**config.mk**
```make
export PLATFORM = sky130hd
export DESIGN_NAME = pckp_key_decode
export DESIGN_NICKNAME = d
export VERILOG_FILES = /design/src/pckp_pkg.sv /design/src/pckp_key_decode.sv
export SDC_FILE = /design/constraint.sdc
export NUM_CORES = 1
export LEC_CHECK = 0
export BUFFER_PORTS_ARGS = -buffer_cell sky130_fd_sc_hd__buf_4
export CAP_MARGIN = 20
export CORE_AREA = 2 2 39 41
export DETAILED_ROUTE_END_ITERATION = 12
export DIE_AREA = 0 0 41 43
export PLACE_DENSITY = 0.36
export SYNTH_ARGS = -nofsm -noshare
export SYNTH_HDL_FRONTEND = slang
export SYNTH_SLANG_ARGS = --single-unit
```
**constraint.sdc**
```tcl
create_clock -name vclk -period 1.95
set_clock_uncertainty 0.1 [all_clocks]
set_input_delay 0.4875 -clock vclk [all_inputs]
set_output_delay 0.4875 -clock vclk [all_outputs]
set_load 0.02 [all_outputs]
```
**src/pckp_pkg.sv**
```systemverilog
`default_nettype none
// ----------------------------------------------------------------------------
// pckp_pkg: shared types and constants
// Request and response payloads, key codes and the keypad layout table.
// ----------------------------------------------------------------------------
package pckp_pkg;

   localparam int unsigned EntryWidth = 30;
   localparam int unsigned CountWidth = 32;
   localparam int unsigned ReloadWidth = 5;
   localparam logic [ReloadWidth-1:0] LockoutReset = 5'd20;

   // Key codes: 0..9 are the digit itself
   localparam logic [3:0] KeyHash = 4'd10;
   localparam logic [3:0] KeyStar = 4'd11;
   localparam logic [3:0] KeyNone = 4'd15;

   // Last column index of the scan
   localparam logic [1:0] LastColumn = 2'd2;

   typedef logic [ReloadWidth-1:0] reload_type;

   typedef struct packed {
      logic       sensor_a;
      logic       sensor_b;
      logic [3:0] key_rows;
   } req_type;

   typedef struct packed {
      logic [2:0]                   column_drive;
      logic signed [CountWidth-1:0] occupancy;
      logic                         entry_mode;
      logic [EntryWidth-1:0]        entry_value;
      logic                         send_request;
   } rsp_type;

   // Decoded key from one scan step
   typedef struct packed {
      logic       hit;
      logic [3:0] code;
   } key_type;

   // 3x4 keypad layout by row and column
   function automatic logic [3:0] key_lookup(input logic [1:0] row, input logic [1:0] col);
      logic [3:0] code;
      code = KeyNone;
      case ({row, col})
         4'b00_00: code = 4'd1;
         4'b00_01: code = 4'd2;
         4'b00_10: code = 4'd3;
         4'b01_00: code = 4'd4;
         4'b01_01: code = 4'd5;
         4'b01_10: code = 4'd6;
         4'b10_00: code = 4'd7;
         4'b10_01: code = 4'd8;
         4'b10_10: code = 4'd9;
         4'b11_00: code = KeyHash;
         4'b11_01: code = 4'd0;
         4'b11_10: code = KeyStar;
         default: code = KeyNone;
      endcase
      return code;
   endfunction

endpackage
`default_nettype wire

```
**src/pckp_key_decode.sv**
```systemverilog
`default_nettype none
// ----------------------------------------------------------------------------
// pckp_key_decode: keypad row decode
// Pick the lowest active row and map it with the driven column to a key code.
// ----------------------------------------------------------------------------
module pckp_key_decode
   import pckp_pkg::*;
(
   input  wire logic [3:0] rows,
   input  wire logic [1:0] column,
   output key_type         key
);

   logic [1:0] row_sel;

   // lowest set row wins
   always_comb begin
      row_sel = 2'd0;
      case (1'b1)
         rows[0]: row_sel = 2'd0;
         rows[1]: row_sel = 2'd1;
         rows[2]: row_sel = 2'd2;
         rows[3]: row_sel = 2'd3;
         default: row_sel = 2'd0;
      endcase
   end

   assign key.hit  = |rows;
   assign key.code = (|rows) ? key_lookup(row_sel, column) : KeyNone;

endmodule
`default_nettype wire

```
==> metrics.txt <==
status finished with violations; failing checks negative setup slack; Final Critical Period 2.01 ns; Synth Area in Adders 0.219; post-DR vias/cell around 4.3; initial detailed-routing violation count 3; leading area contributor after synthesis ha_1; first-pass iteration count of the detailed router 2; Achievable Freq approximately 500 MHz; DR WL/cell 9.62 µm; slew margin rel. 0.835; Pleak around 0.16 nW; Port Buf Inserts 11; drt drc 0; fillers 156; Synth Area in Simple Gates 0.350; WHS between 1 and 1.5 ns; antenna viol nets, final 0; Detailed Place HPWL around 440 µm; multiplexer area fraction after synthesis 0; syn_area_per_cell ~6.6 µm²; Ant. Diodes 0; number of hold buffers added after cts 0; vias in the first global route 191; cell chain of the critical path buf_8 > ha_4 > or3b_1 > a21oi_2 > a21oi_1 > buf_4; post-synthesis sequential area ratio 0; starting density of the core 0.124; Final Hold Vio Count 0; Site Rows 14; CP required about 1.4 ns; Synth Net Count 35; Die W roughly 41 µm; critical path fanouts, max 3; top post-synthesis cells by area ha_1 (22%), a21oi_1 (18%), nand3b_1 (8.8%); Yosys cell types 14; pwr/cell area 225 mW/mm²; number of vias in the routed layout around 250; fin nets 53; Detailed Route WL approximately 560 µm; Worst Slack Setup Final -0.0616 ns; WP data arrival roughly 1.4 ns; pin count of the biggest net entering global routing 9; most common cell after layout, fill and taps aside buf_4; Compound-Gate Fraction of Synth Area 0.299; commonest cells after routing, fill and taps aside buf_4 (14), a21oi_2 (3), a21oi_1 (3), ha_4 (3); Die Y about 43 µm; Ports 11; Worst Setup End Kind output pin; fin crit share 1.03; fin. max-slew vios 0; slew of the pin with the lowest slew margin around 0.24 ns; first-pass GRT wire length roughly 900 µm; yosys warns 0; Fin Setup TNS -0.0913 ns; crit path launch type input port; Setup CP Type input port to output pin; hold crit path type input port to output pin; GRT Total Usage 0.0679; share of cells above drive strength 1 0.643; Core Area 0.00138 mm²; FF+latch area 0 µm²; cells after synthesis 26; die area 0.00176 mm²; Post CTS Setup Buffer Count 0; num sequential 0; combinational family with the most area after synthesis simple AND/OR/NAND/NOR gates; peak supply drop 0.0000635 V; antenna violations before repair 0; Post-Synth XOR/XNOR Area 0; slowest cell delay on critical path about 0.36 ns; RSZ-0062 raised after global routing yes; area grow syn2layout 128%; GRT overflow 0; Mapped Area ~170 µm²; max cap viols 0; Clock buffer cells 0; setup violators final 4; final estimated routing congestion in global placement 0.636; Synth top area share 0.219; highest-delay cell along the critical path or3b_1
worst max-delay path: cells and delay by family:
family	cells	cell delay, ns
AO/OA/AOI/OAI	2	0.17
adder cells (fa/ha/maj)	1	0.14
AND/OR/NAND/NOR	1	0.36
buffers and inverters	2	0.26
repair_timing:
item                                    CTS  global route
pin swaps                                 4             4
endpoints found under the setup margin    4             4
resized for setup                        14             3
through the flow:
stage / cells / utilization / total power [mW] / setup WS (ns) / area [µm²]
6_report: 58 / 0.283 / 0.0883 / -0.0616 / 392
5_1_grt: 58 / 0.283 / 0.0962 / -0.0867 / 392
4_1_cts: 58 / 0.274 / 0.0853 / -0.0832 / 379
3_5_place_dp: 58 / 0.222 / 0.0720 / -0.121 / 308
3_3_place_gp: 58 / 0.222 / 0.0722 / -0.125 / 308
2_1_floorplan: 26 / - / 0.0345 / 0.0119 / 171
cell families after synthesis:
group                    Yosys count
AO/OA/AOI/OAI                      9
AND/OR/NAND/NOR                   10
buffers and inverters              4
adder cells (fa/ha/maj)            3
synthesized netlist by cell type:
cell type and count:
a21oi_1 6, ha_1 3, inv_1 3, nand2_1 2, nand3b_1 2, nor2_1 2
a221oi_1 1, buf_6 1, nand3_1 1, nor3b_1 1, nor4b_1 1, o21a_1 1
o21ai_1 1, or3b_1 1
worst paths after layout:
path,startpoint,end,slack [ns],cells after the start
max,column[0],key[2],-0.06,6
min,rows[3],key[4],1.19,4
metal layers:
metal,share of wire,wire length [µm],track usage
met2,0.43,239,0.103
met5,0,0,0
met3,0.063,35,0
met4,0,0,0
met1,0.51,283,0.111
area by class of cell:
cell class                      count  area [µm²]  area share
Tap cell                           16        20.0      0.0511
Inverter                            3        11.3      0.0288
Multi-Input combinational cell     22         214       0.546
Timing Repair Buffer               17         146       0.374
report_power, final:
group | internal (mW) | switching, mW
Sequential | 0 | 0
Clock | 0 | 0
Combinational | 0.0455 | 0.0427
Total | 0.0455 | 0.0427
Power figures use the tool's default switching activity.
